`config.mk`:
```
export PLATFORM = sky130hd
export DESIGN_NAME = oven_timer_thermostat_controller_flat
export DESIGN_NICKNAME = d
export VERILOG_FILES = /design/src/rtl/otc_pkg.sv /design/src/rtl/otc_item_if.sv /design/src/rtl/otc_result_if.sv /design/src/rtl/otc_sensor.sv /design/src/rtl/otc_core.sv /design/src/rtl/oven_timer_thermostat_controller.sv /design/src/flat_wrapper.sv
export VERILOG_INCLUDE_DIRS = /design/src /design/src/rtl
export SDC_FILE = /design/constraint.sdc
export NUM_CORES = 1
export LEC_CHECK = 0
export BUFFER_PORTS_ARGS = -buffer_cell sky130_fd_sc_hd__buf_4
export CAP_MARGIN = 25
export CORE_AREA = 2 2 184 168
export DETAILED_ROUTE_END_ITERATION = 10
export DIE_AREA = 0 0 186 170
export GPL_TIMING_DRIVEN = 0
export MAX_ROUTING_LAYER = met4
export PLACE_DENSITY = 0.66
export SYNTH_ARGS = -nofsm -noshare
export SYNTH_HDL_FRONTEND = slang
export SYNTH_HIERARCHICAL = 1
export SYNTH_SLANG_ARGS = --single-unit
```
`constraint.sdc`:
```
create_clock -name clk -period 9 [get_ports clk]
set_input_delay 1.8 -clock clk [delete_from_list [all_inputs] [get_ports clk]]
set_output_delay 1.8 -clock clk [all_outputs]
set_load 0.005 [all_outputs]
```
`src/rtl/oven_timer_thermostat_controller_defines.svh`:
```
// assertion macros shared by the oven timer and thermostat controller
// no dependencies; included by the files that carry concurrent checks
`ifndef OVEN_TIMER_THERMOSTAT_CONTROLLER_DEFINES_SVH
`define OVEN_TIMER_THERMOSTAT_CONTROLLER_DEFINES_SVH

// condition holds at every edge out of reset
`define OTC_ASSERT_ALWAYS(label, clk, rst_n, cond) \
    label: assert property (@(posedge clk) disable iff (!rst_n) (cond)) \
        else $error("otc check failed");

// consequence holds in the same cycle as the antecedent
`define OTC_ASSERT_IMP(label, clk, rst_n, ante, cons) \
    label: assert property (@(posedge clk) disable iff (!rst_n) (ante) |-> (cons)) \
        else $error("otc check failed");

// consequence holds in the cycle after the antecedent
`define OTC_ASSERT_NEXT(label, clk, rst_n, ante, cons) \
    label: assert property (@(posedge clk) disable iff (!rst_n) (ante) |=> (cons)) \
        else $error("otc check failed");

`endif

```
`src/rtl/otc_pkg.sv`:
```
// shared constants and types of the oven timer and thermostat controller
// no dependencies
`default_nettype none

package otc_pkg;

    typedef logic [7:0] digit_t;

    // keypad codes and ascii digits
    localparam digit_t KEY_ENTER  = 8'h45;
    localparam digit_t KEY_BACK   = 8'h41;
    localparam digit_t KEY_NONE   = 8'h6E;
    localparam digit_t ASCII_ZERO = 8'h30;
    localparam digit_t ASCII_ONE  = 8'h31;
    localparam digit_t ASCII_TWO  = 8'h32;
    localparam digit_t ASCII_FIVE = 8'h35;
    localparam digit_t ASCII_SIX  = 8'h36;
    localparam digit_t ASCII_NINE = 8'h39;

    localparam logic [5:0] SECONDS_PER_MINUTE = 6'd60;
    localparam logic [2:0] LAST_PLACE         = 3'd5;
    localparam logic [2:0] PLACE_LIMIT        = 3'd6;

    // x/9 for 12-bit x as (x * 3641) >> 15, exact over the whole range
    localparam logic [11:0] DIV9_RECIP = 12'd3641;
    localparam int          PROD_W     = 24;
    localparam int          DIV9_SHIFT = 15;
    localparam int          SENSOR_W   = PROD_W - DIV9_SHIFT;

    // ascii bias of three weighted digits: 0x30 * 111
    localparam logic [15:0] SET_BIAS = 16'd5328;

    typedef enum logic [1:0] {
        CMD_KEY    = 2'd0,
        CMD_TICK   = 2'd1,
        CMD_SAMPLE = 2'd2,
        CMD_IDLE   = 2'd3
    } cmd_t;

    typedef struct packed {
        cmd_t        command;
        logic [7:0]  key_code;
        logic [11:0] adc_sample;
    } item_t;

    typedef struct packed {
        logic       heater_on;
        logic       finished;
        digit_t     min_hundreds;
        digit_t     min_tens;
        digit_t     min_ones;
        digit_t     set_hundreds;
        digit_t     set_tens;
        digit_t     set_ones;
        logic [5:0] seconds_left;
    } result_t;

endpackage

`default_nettype wire

```
`src/rtl/otc_item_if.sv`:
```
// input channel of the oven controller: command, key and converter reading
// no dependencies
`default_nettype none

interface otc_item_if;
    logic        valid;
    logic        ready;
    logic [1:0]  command;
    logic [7:0]  key_code;
    logic [11:0] adc_sample;

    modport source (output valid, output command, output key_code, output adc_sample,
                    input ready);
    modport sink   (input valid, input command, input key_code, input adc_sample,
                    output ready);
endinterface

`default_nettype wire

```
`src/rtl/otc_result_if.sv`:
```
// result channel of the oven controller: heater, done and display digits
// no dependencies
`default_nettype none

interface otc_result_if;
    logic       valid;
    logic       ready;
    logic       heater_on;
    logic       finished;
    logic [7:0] min_hundreds;
    logic [7:0] min_tens;
    logic [7:0] min_ones;
    logic [7:0] set_hundreds;
    logic [7:0] set_tens;
    logic [7:0] set_ones;
    logic [5:0] seconds_left;

    modport source (output valid, output heater_on, output finished,
                    output min_hundreds, output min_tens, output min_ones,
                    output set_hundreds, output set_tens, output set_ones,
                    output seconds_left, input ready);
    modport sink   (input valid, input heater_on, input finished,
                    input min_hundreds, input min_tens, input min_ones,
                    input set_hundreds, input set_tens, input set_ones,
                    input seconds_left, output ready);
endinterface

`default_nettype wire

```
`src/rtl/otc_sensor.sv`:
```
// temperature compare: converter reading / 9 + 1 against the ascii setpoint
// depends on otc_pkg
`default_nettype none

module otc_sensor
    import otc_pkg::*;
(
    input  logic [11:0] adc_sample,
    input  digit_t      set_hundreds,
    input  digit_t      set_tens,
    input  digit_t      set_ones,
    output logic        heat_demand
);

    logic [PROD_W-1:0]   product;
    logic [SENSOR_W-1:0] sensor;
    logic [15:0]         weighted;
    logic [15:0]         target;

    // reciprocal multiply for the divide by nine
    assign product = PROD_W'(adc_sample) * PROD_W'(DIV9_RECIP);
    assign sensor  = product[PROD_W-1:DIV9_SHIFT] + SENSOR_W'(1);

    // setpoint value modulo 2^16, digits taken as raw codes
    assign weighted = 16'(set_hundreds) * 16'd100 + 16'(set_tens) * 16'd10
                    + 16'(set_ones);
    assign target   = weighted - SET_BIAS;

    assign heat_demand = 16'(sensor) < target;

endmodule

`default_nettype wire

```
`src/rtl/otc_core.sv`:
```
// controller state and its next-state update for one item
// depends on otc_pkg, otc_sensor and the assertion macro header
`default_nettype none
`include "oven_timer_thermostat_controller_defines.svh"

module otc_core
    import otc_pkg::*;
(
    input  logic    clk,
    input  logic    rst_n,
    input  logic    step,
    input  item_t   item,
    output result_t view_next
);

    digit_t [2:0] min_reg, min_next;
    digit_t [2:0] set_reg, set_next;
    logic [2:0]   pos_reg, pos_next;
    logic [5:0]   sc_reg, sc_next;
    logic         hot_reg, hot_next;
    logic         count_reg, count_next;
    logic         done_reg, done_next;
    logic         heat_reg, heat_next;

    logic [2:0]   place;
    logic         heat_demand;
    logic         tick_on_done;

    otc_sensor u_sensor (
        .adc_sample   (item.adc_sample),
        .set_hundreds (set_reg[0]),
        .set_tens     (set_reg[1]),
        .set_ones     (set_reg[2]),
        .heat_demand  (heat_demand)
    );

    // next state for the item in the input register
    always_comb
    begin
        min_next   = min_reg;
        set_next   = set_reg;
        pos_next   = pos_reg;
        sc_next    = sc_reg;
        hot_next   = hot_reg;
        count_next = count_reg;
        done_next  = done_reg;
        heat_next  = heat_reg;
        place      = (pos_reg > LAST_PLACE) ? 3'd0 : pos_reg;
        case (item.command)
            CMD_KEY:
            begin
                if (item.key_code == KEY_ENTER)
                begin
                    count_next = 1'b1;
                    // enter after done restarts the timer
                    if (done_reg)
                    begin
                        pos_next  = 3'd0;
                        sc_next   = SECONDS_PER_MINUTE;
                        hot_next  = 1'b0;
                        min_next  = {ASCII_ZERO, ASCII_ZERO, ASCII_ZERO};
                        done_next = 1'b0;
                    end
                end
                else if (item.key_code == KEY_BACK)
                begin
                    if (pos_reg != 3'd0)
                        pos_next = pos_reg - 3'd1;
                end
                else if (item.key_code != KEY_NONE)
                begin
                    // any other code lands in the current place
                    case (place)
                        3'd0:    min_next[0] = item.key_code;
                        3'd1:    min_next[1] = item.key_code;
                        3'd2:    min_next[2] = item.key_code;
                        3'd3:    set_next[0] = item.key_code;
                        3'd4:    set_next[1] = item.key_code;
                        default: set_next[2] = item.key_code;
                    endcase
                    pos_next = place + 3'd1;
                end
            end
            CMD_TICK:
            begin
                if (!done_reg && count_reg && hot_reg)
                begin
                    // seconds then minutes with decimal borrow
                    sc_next = sc_reg - 6'd1;
                    if (sc_next == 6'd0)
                    begin
                        sc_next     = SECONDS_PER_MINUTE;
                        min_next[2] = min_reg[2] - 8'd1;
                    end
                    if (min_next[2] < ASCII_ZERO)
                    begin
                        min_next[2] = ASCII_NINE;
                        min_next[1] = min_reg[1] - 8'd1;
                    end
                    if (min_reg[0] != ASCII_ZERO && min_next[1] < ASCII_ZERO)
                    begin
                        min_next[1] = ASCII_NINE;
                        min_next[0] = min_reg[0] - 8'd1;
                    end
                    if (min_next[0] == ASCII_ZERO && min_next[1] == ASCII_ZERO
                        && min_next[2] == ASCII_ZERO)
                    begin
                        done_next = 1'b1;
                        heat_next = 1'b0;
                    end
                    // setpoint forced to 25x when hundreds is at least 2 and tens at least 5
                    if (set_reg[0] >= ASCII_TWO && set_reg[1] >= ASCII_FIVE)
                    begin
                        set_next[0] = ASCII_TWO;
                        set_next[1] = ASCII_FIVE;
                    end
                end
            end
            CMD_SAMPLE:
            begin
                if (heat_demand)
                    heat_next = 1'b1;
                else
                begin
                    heat_next = 1'b0;
                    hot_next  = 1'b1;
                end
            end
            default:
            begin
            end
        endcase
    end

    // state registers
    always_ff @(posedge clk or negedge rst_n)
    begin
        if (!rst_n)
        begin
            min_reg   <= {ASCII_ZERO, ASCII_TWO, ASCII_ONE};
            set_reg   <= {ASCII_SIX, ASCII_ZERO, ASCII_TWO};
            pos_reg   <= 3'd0;
            sc_reg    <= SECONDS_PER_MINUTE;
            hot_reg   <= 1'b0;
            count_reg <= 1'b0;
            done_reg  <= 1'b0;
            heat_reg  <= 1'b0;
        end
        else if (step)
        begin
            min_reg   <= min_next;
            set_reg   <= set_next;
            pos_reg   <= pos_next;
            sc_reg    <= sc_next;
            hot_reg   <= hot_next;
            count_reg <= count_next;
            done_reg  <= done_next;
            heat_reg  <= heat_next;
        end
    end

    // result view of the updated state
    assign view_next = '{
        heater_on:    heat_next && !done_next,
        finished:     done_next,
        min_hundreds: min_next[0],
        min_tens:     min_next[1],
        min_ones:     min_next[2],
        set_hundreds: set_next[0],
        set_tens:     set_next[1],
        set_ones:     set_next[2],
        seconds_left: sc_next
    };

    // tick taken while the countdown is finished
    assign tick_on_done = step && item.command == CMD_TICK && done_reg;

    // checks
    `OTC_ASSERT_ALWAYS(a_pos_range, clk, rst_n, pos_reg <= PLACE_LIMIT)
    `OTC_ASSERT_ALWAYS(a_sec_range, clk, rst_n, sc_reg != 6'd0 && sc_reg <= SECONDS_PER_MINUTE)
    `OTC_ASSERT_NEXT(a_done_freeze, clk, rst_n, tick_on_done, $stable({min_reg, sc_reg}) && done_reg)
    `OTC_ASSERT_NEXT(a_hold_idle, clk, rst_n, !step, $stable({min_reg, set_reg, pos_reg, sc_reg}))

endmodule

`default_nettype wire

```
`src/rtl/oven_timer_thermostat_controller.sv`:
```
// top level of the oven timer and thermostat controller
// depends on otc_pkg, otc_item_if, otc_result_if and otc_core
//
//   channel  | dir | payload
//   ---------+-----+-------------------------------------------------
//   item     | in  | command, key_code, adc_sample
//   result   | out | heater_on, finished, minute and setpoint digits,
//            |     | seconds_left
//
// one beat in, one beat out; a new item is taken every cycle unless the result side stalls
// an item passes the input register, then the state update into the result register
// the result register stalls on result.ready and the input register holds one item
// behind it, so item.ready drops only when both are full
// reset is asynchronous and restores timer 120 min, setpoint 206, heater off
`default_nettype none

module oven_timer_thermostat_controller
    import otc_pkg::*;
(
    input  logic            clk,
    input  logic            rst_n,
    otc_item_if.sink        item,
    otc_result_if.source    result
);

    logic    in_valid_reg;
    item_t   in_item_reg;
    logic    out_valid_reg;
    result_t out_reg;
    result_t view_next;
    logic    advance;

    // move the held item into the result register
    assign advance    = in_valid_reg && (!out_valid_reg || result.ready);
    assign item.ready = !in_valid_reg || advance;

    // input register
    always_ff @(posedge clk or negedge rst_n)
    begin
        if (!rst_n)
            in_valid_reg <= 1'b0;
        else if (item.ready)
            in_valid_reg <= item.valid;
    end

    always_ff @(posedge clk)
    begin
        if (item.valid && item.ready)
            in_item_reg <= '{
                command:    cmd_t'(item.command),
                key_code:   item.key_code,
                adc_sample: item.adc_sample
            };
    end

    otc_core u_core (
        .clk       (clk),
        .rst_n     (rst_n),
        .step      (advance),
        .item      (in_item_reg),
        .view_next (view_next)
    );

    // result register
    always_ff @(posedge clk or negedge rst_n)
    begin
        if (!rst_n)
            out_valid_reg <= 1'b0;
        else if (advance)
            out_valid_reg <= 1'b1;
        else if (result.ready)
            out_valid_reg <= 1'b0;
    end

    always_ff @(posedge clk)
    begin
        if (advance)
            out_reg <= view_next;
    end

    assign result.valid        = out_valid_reg;
    assign result.heater_on    = out_reg.heater_on;
    assign result.finished     = out_reg.finished;
    assign result.min_hundreds = out_reg.min_hundreds;
    assign result.min_tens     = out_reg.min_tens;
    assign result.min_ones     = out_reg.min_ones;
    assign result.set_hundreds = out_reg.set_hundreds;
    assign result.set_tens     = out_reg.set_tens;
    assign result.set_ones     = out_reg.set_ones;
    assign result.seconds_left = out_reg.seconds_left;

endmodule

`default_nettype wire

```
`src/flat_wrapper.sv`:
```
// flat-port wrapper written by rule: the top's interface ports become plain ports
module oven_timer_thermostat_controller_flat import otc_pkg::*;
  (clk, rst_n, item_valid, item_command, item_key_code, item_adc_sample, item_ready, result_valid, result_heater_on, result_finished, result_min_hundreds, result_min_tens, result_min_ones, result_set_hundreds, result_set_tens, result_set_ones, result_seconds_left, result_ready);
  otc_item_if item_i ();
  otc_result_if result_i ();
  input  logic clk;
  input  logic rst_n;
  input wire logic [$bits(item_i.valid)-1:0] item_valid;
  input wire logic [$bits(item_i.command)-1:0] item_command;
  input wire logic [$bits(item_i.key_code)-1:0] item_key_code;
  input wire logic [$bits(item_i.adc_sample)-1:0] item_adc_sample;
  output wire logic [$bits(item_i.ready)-1:0] item_ready;
  output wire logic [$bits(result_i.valid)-1:0] result_valid;
  output wire logic [$bits(result_i.heater_on)-1:0] result_heater_on;
  output wire logic [$bits(result_i.finished)-1:0] result_finished;
  output wire logic [$bits(result_i.min_hundreds)-1:0] result_min_hundreds;
  output wire logic [$bits(result_i.min_tens)-1:0] result_min_tens;
  output wire logic [$bits(result_i.min_ones)-1:0] result_min_ones;
  output wire logic [$bits(result_i.set_hundreds)-1:0] result_set_hundreds;
  output wire logic [$bits(result_i.set_tens)-1:0] result_set_tens;
  output wire logic [$bits(result_i.set_ones)-1:0] result_set_ones;
  output wire logic [$bits(result_i.seconds_left)-1:0] result_seconds_left;
  input wire logic [$bits(result_i.ready)-1:0] result_ready;
  assign item_i.valid = item_valid;
  assign item_i.command = item_command;
  assign item_i.key_code = item_key_code;
  assign item_i.adc_sample = item_adc_sample;
  assign item_ready = item_i.ready;
  assign result_valid = result_i.valid;
  assign result_heater_on = result_i.heater_on;
  assign result_finished = result_i.finished;
  assign result_min_hundreds = result_i.min_hundreds;
  assign result_min_tens = result_i.min_tens;
  assign result_min_ones = result_i.min_ones;
  assign result_set_hundreds = result_i.set_hundreds;
  assign result_set_tens = result_i.set_tens;
  assign result_set_ones = result_i.set_ones;
  assign result_seconds_left = result_i.seconds_left;
  assign result_i.ready = result_ready;
  oven_timer_thermostat_controller u_core (.clk(clk), .rst_n(rst_n), .item(item_i), .result(result_i));
endmodule
```
==> reports/summary.md <==
## Clock network
* **maximum root-to-sink buffer count** 2
* **clock latency at the later pin of the worst-skew pair** 0.45 ns
* **total clock sinks** 141
* **Clock H-tree levels** 4
* **buffer type at the clock tree root** sky130_fd_sc_hd__clkbuf_16
* **hold_buf cts** 0
* **clock tree from TritonCTS** yes
* **Resize count post-CTS** 0
* **buffers inserted during post-CTS setup optimization** 0
* **CTS clock-pin slew for the worst setup and hold paths** 0.07 ns
* **Inserted Clock Buffers** 17

## Setup path
* **endpoint arrival time on the critical path** 7.69 ns
* **startpoint type of the worst setup path** flop
* **largest incremental delay on the critical path** 0.58 ns
* **critical path data required time** 9.23 ns
* **Worst setup EP type** flop
* **largest fanout on the critical path** 4
* **Setup Crit Path Kind** reg -> reg
* **critical-path cell with the highest stage delay** sky130_fd_sc_hd__fa_1

## STA
* **transition time of the tightest slew-check pin** 0.987 ns
* **Final period util** 0.828
* **top achievable clock speed** 134 MHz
* **endpoints failing setup** 0
* **setup repair after global routing missed its margin** no
* **number of hold violations in the final report** 0
* **final worst path period need** 7.45 ns
* **Worst Skew** 0.0154 ns
* **total count of max-transition violations in the final report** 0
* **summed negative setup slack over all endpoints** 0 ns
* **relative slew slack** 0.342

## Run status
* **result of the run** finished clean

## Floorplan
* **I/O pin count** 84
* **placeable core region** 0.0297 mm^2
* **number of rows in the core area** 60
* **Horiz. Die Dim** 186 um
* **die height** 170 um
* **initial standard-cell utilization of the core** 0.405
* **Total Die Area** 0.0316 mm^2

## Synthesis
* **largest area contributor in the netlist** sky130_fd_sc_hd__edfxtp_1
* **post-synthesis instance area** 0.0120 mm^2
* **Syn Nets** 1459
* **register area share after synthesis** 0.328
* **cell types occupying the most area after synthesis** sky130_fd_sc_hd__edfxtp_1, sky130_fd_sc_hd__ha_1, sky130_fd_sc_hd__dfrtp_1
* **Post-Syn Instances** 1229
* **asr flop ratio synth** 0.447
* **Distinct cells, synth** 105
* **number of synthesized flops with an enable pin** 78
* **top-area cell type share of the netlist area** 0.195
* **Yosys warnings** 6
* **Main synth FF type** sky130_fd_sc_hd__edfxtp_1
* **post-synthesis average cell area** 9.78 um^2
* **FF+latch count, synth** 141

## GRT
* **first-pass GRT wire length** 49400 um
* **final global-route overflow total** 0
* **maximum number of pins on one net before global-route repair** 64
* **initial antenna violation count** 0
* **All-Layer GR Usage** 0.208
* **vias in the first global route** 9222

## Place
* **DP Wirelength** 23400 um
* **count of port buffers added during placement** 83
* **routability-driven placement congestion ratio** 0.958
* **Cell Count Post-Placement** 1717
* **placement-stage cell area** 0.0132 mm^2

## Min path
* **Min-Delay Path Class** reg -> reg

## Routing
* **post-route ant nets** 0
* **residual DRC count** 0
* **Detailed Route WL** 30600 um
* **routed length on met3** 2260 um
* **initial DRC count** 815
* **wire length on met1** 14600 um
* **number of iterations in the first detailed-routing pass** 5
* **per-cell via count in the routed design** 5.45
* **Wirelength per Cell** 17.5 um
* **met2 wirelength from detailed routing** 13200 um
* **via count** 9529
* **highest metal layer with signal wires** met4

## Cells and area
* **Post-layout nets** 1563
* **post-route cell area** 0.0137 mm^2
* **fraction of final layout cells with drive strength greater than 1** 0.160
* **synthesis-to-finish area growth** 14.4%
* **Core Util, Final** 0.464
* **Antenna Cells** 0
* **Post-Layout Cell Count** 1749

## Job
* **Max-cap violations** 0

per-stage QoR:
stage | setup WS [ns] | hold WS (ns)
after floorplan | 2.51 | 0.443
after global placement | 1.68 | 0.473
after detailed placement | 1.57 | 0.476
after CTS | 1.52 | 0.496
after global routing | 1.05 | 0.527
final | 1.55 | 0.502
worst paths after layout:
kind / slack [ns] / startpoint / cells past startpoint / end
max: 1.55 / u_core/in_item_reg[8] / 28 / u_core/result.heater_on
min: 0.50 / u_core/u_core/count_reg / 1 / u_core/u_core/count_reg
max reg2reg: 1.55 / u_core/in_item_reg[8] / 28 / u_core/result.heater_on
min reg2reg: 0.50 / u_core/u_core/count_reg / 1 / u_core/u_core/count_reg
max in group asynchronous: 6.98 / rst_n / 1 / u_core/u_core/min_reg[3]
min in group asynchronous: 1.45 / rst_n / 1 / u_core/u_core/min_reg[8]
synthesized netlist by cell type, drive strengths merged (9+ instances only):
cell type,n
mux2i,20
nor2,96
o21ai,74
fa,41
a21o,18
xor2,12
nand2b,13
xnor2,21
nand2,98
nand3,25
edfxtp,78
dfstp,21
ha,163
a21oi,55
nor3,31
a31oi,15
inv,150
nor4,9
clkbuf,33
mux2,36
dfrtp,42
final cells by class:
type | count | area (um^2)
repair buffers | 85 | 648
multi-input cells | 896 | 7320
well taps | 403 | 504
inverters | 151 | 567
clock inverters | 14 | 148
plain buffers | 41 | 189
clock buffers | 18 | 429
flip-flops and latches | 141 | 3950
fillers | 2771 | 15900
critical path, delay by kind of cell (launching register included):
family,cells,cell delay (ns)
AO/OA/AOI/OAI,8,1.39
XOR/XNOR,2,0.53
adder cells (fa/ha/maj),8,3.18
buffers and inverters,2,0.11
flip-flops,1,0.52
AND/OR/NAND/NOR,8,1.51
per-layer routing:
metal,vias to the layer above,global-route usage
met1,4531,0.294
met4,0,0.0579
met5,-,-
met2,346,0.301
met3,38,0.0441
li1,4614,-
logic make-up (layout without fill, tap and decap cells):
kind of cell | Yosys count | after routing | synth area share
adder cells (fa/ha/maj) | 204 | 204 | 0.238
AO/OA/AOI/OAI | 266 | 266 | 0.153
buffers and inverters | 192 | 309 | 0.0629
flip-flops | 141 | 141 | 0.328
AND/OR/NAND/NOR | 336 | 336 | 0.140
multiplexers | 56 | 56 | 0.0510
XOR/XNOR | 34 | 34 | 0.0266
layout by cell type (no fill, tap or decap), types with 19 or more instances in the layout:
cell type                    n
sky130_fd_sc_hd__dfrtp_1    42
sky130_fd_sc_hd__buf_4      84
sky130_fd_sc_hd__nand2_1    98
sky130_fd_sc_hd__xnor2_1    20
sky130_fd_sc_hd__edfxtp_1   78
sky130_fd_sc_hd__inv_1     150
sky130_fd_sc_hd__ha_1      163
sky130_fd_sc_hd__mux2i_1    19
sky130_fd_sc_hd__clkbuf_1   34
sky130_fd_sc_hd__nor2_1     96
sky130_fd_sc_hd__a21oi_1    55
sky130_fd_sc_hd__dfstp_2    21
sky130_fd_sc_hd__nor3_1     31
sky130_fd_sc_hd__fa_1       41
sky130_fd_sc_hd__nand3_1    23
sky130_fd_sc_hd__mux2_2     35
sky130_fd_sc_hd__o21ai_0    69
Power is left out: the tool's default activity adds up to more than one toggle a clock period on the data nets, which glitch-free logic cannot reach.
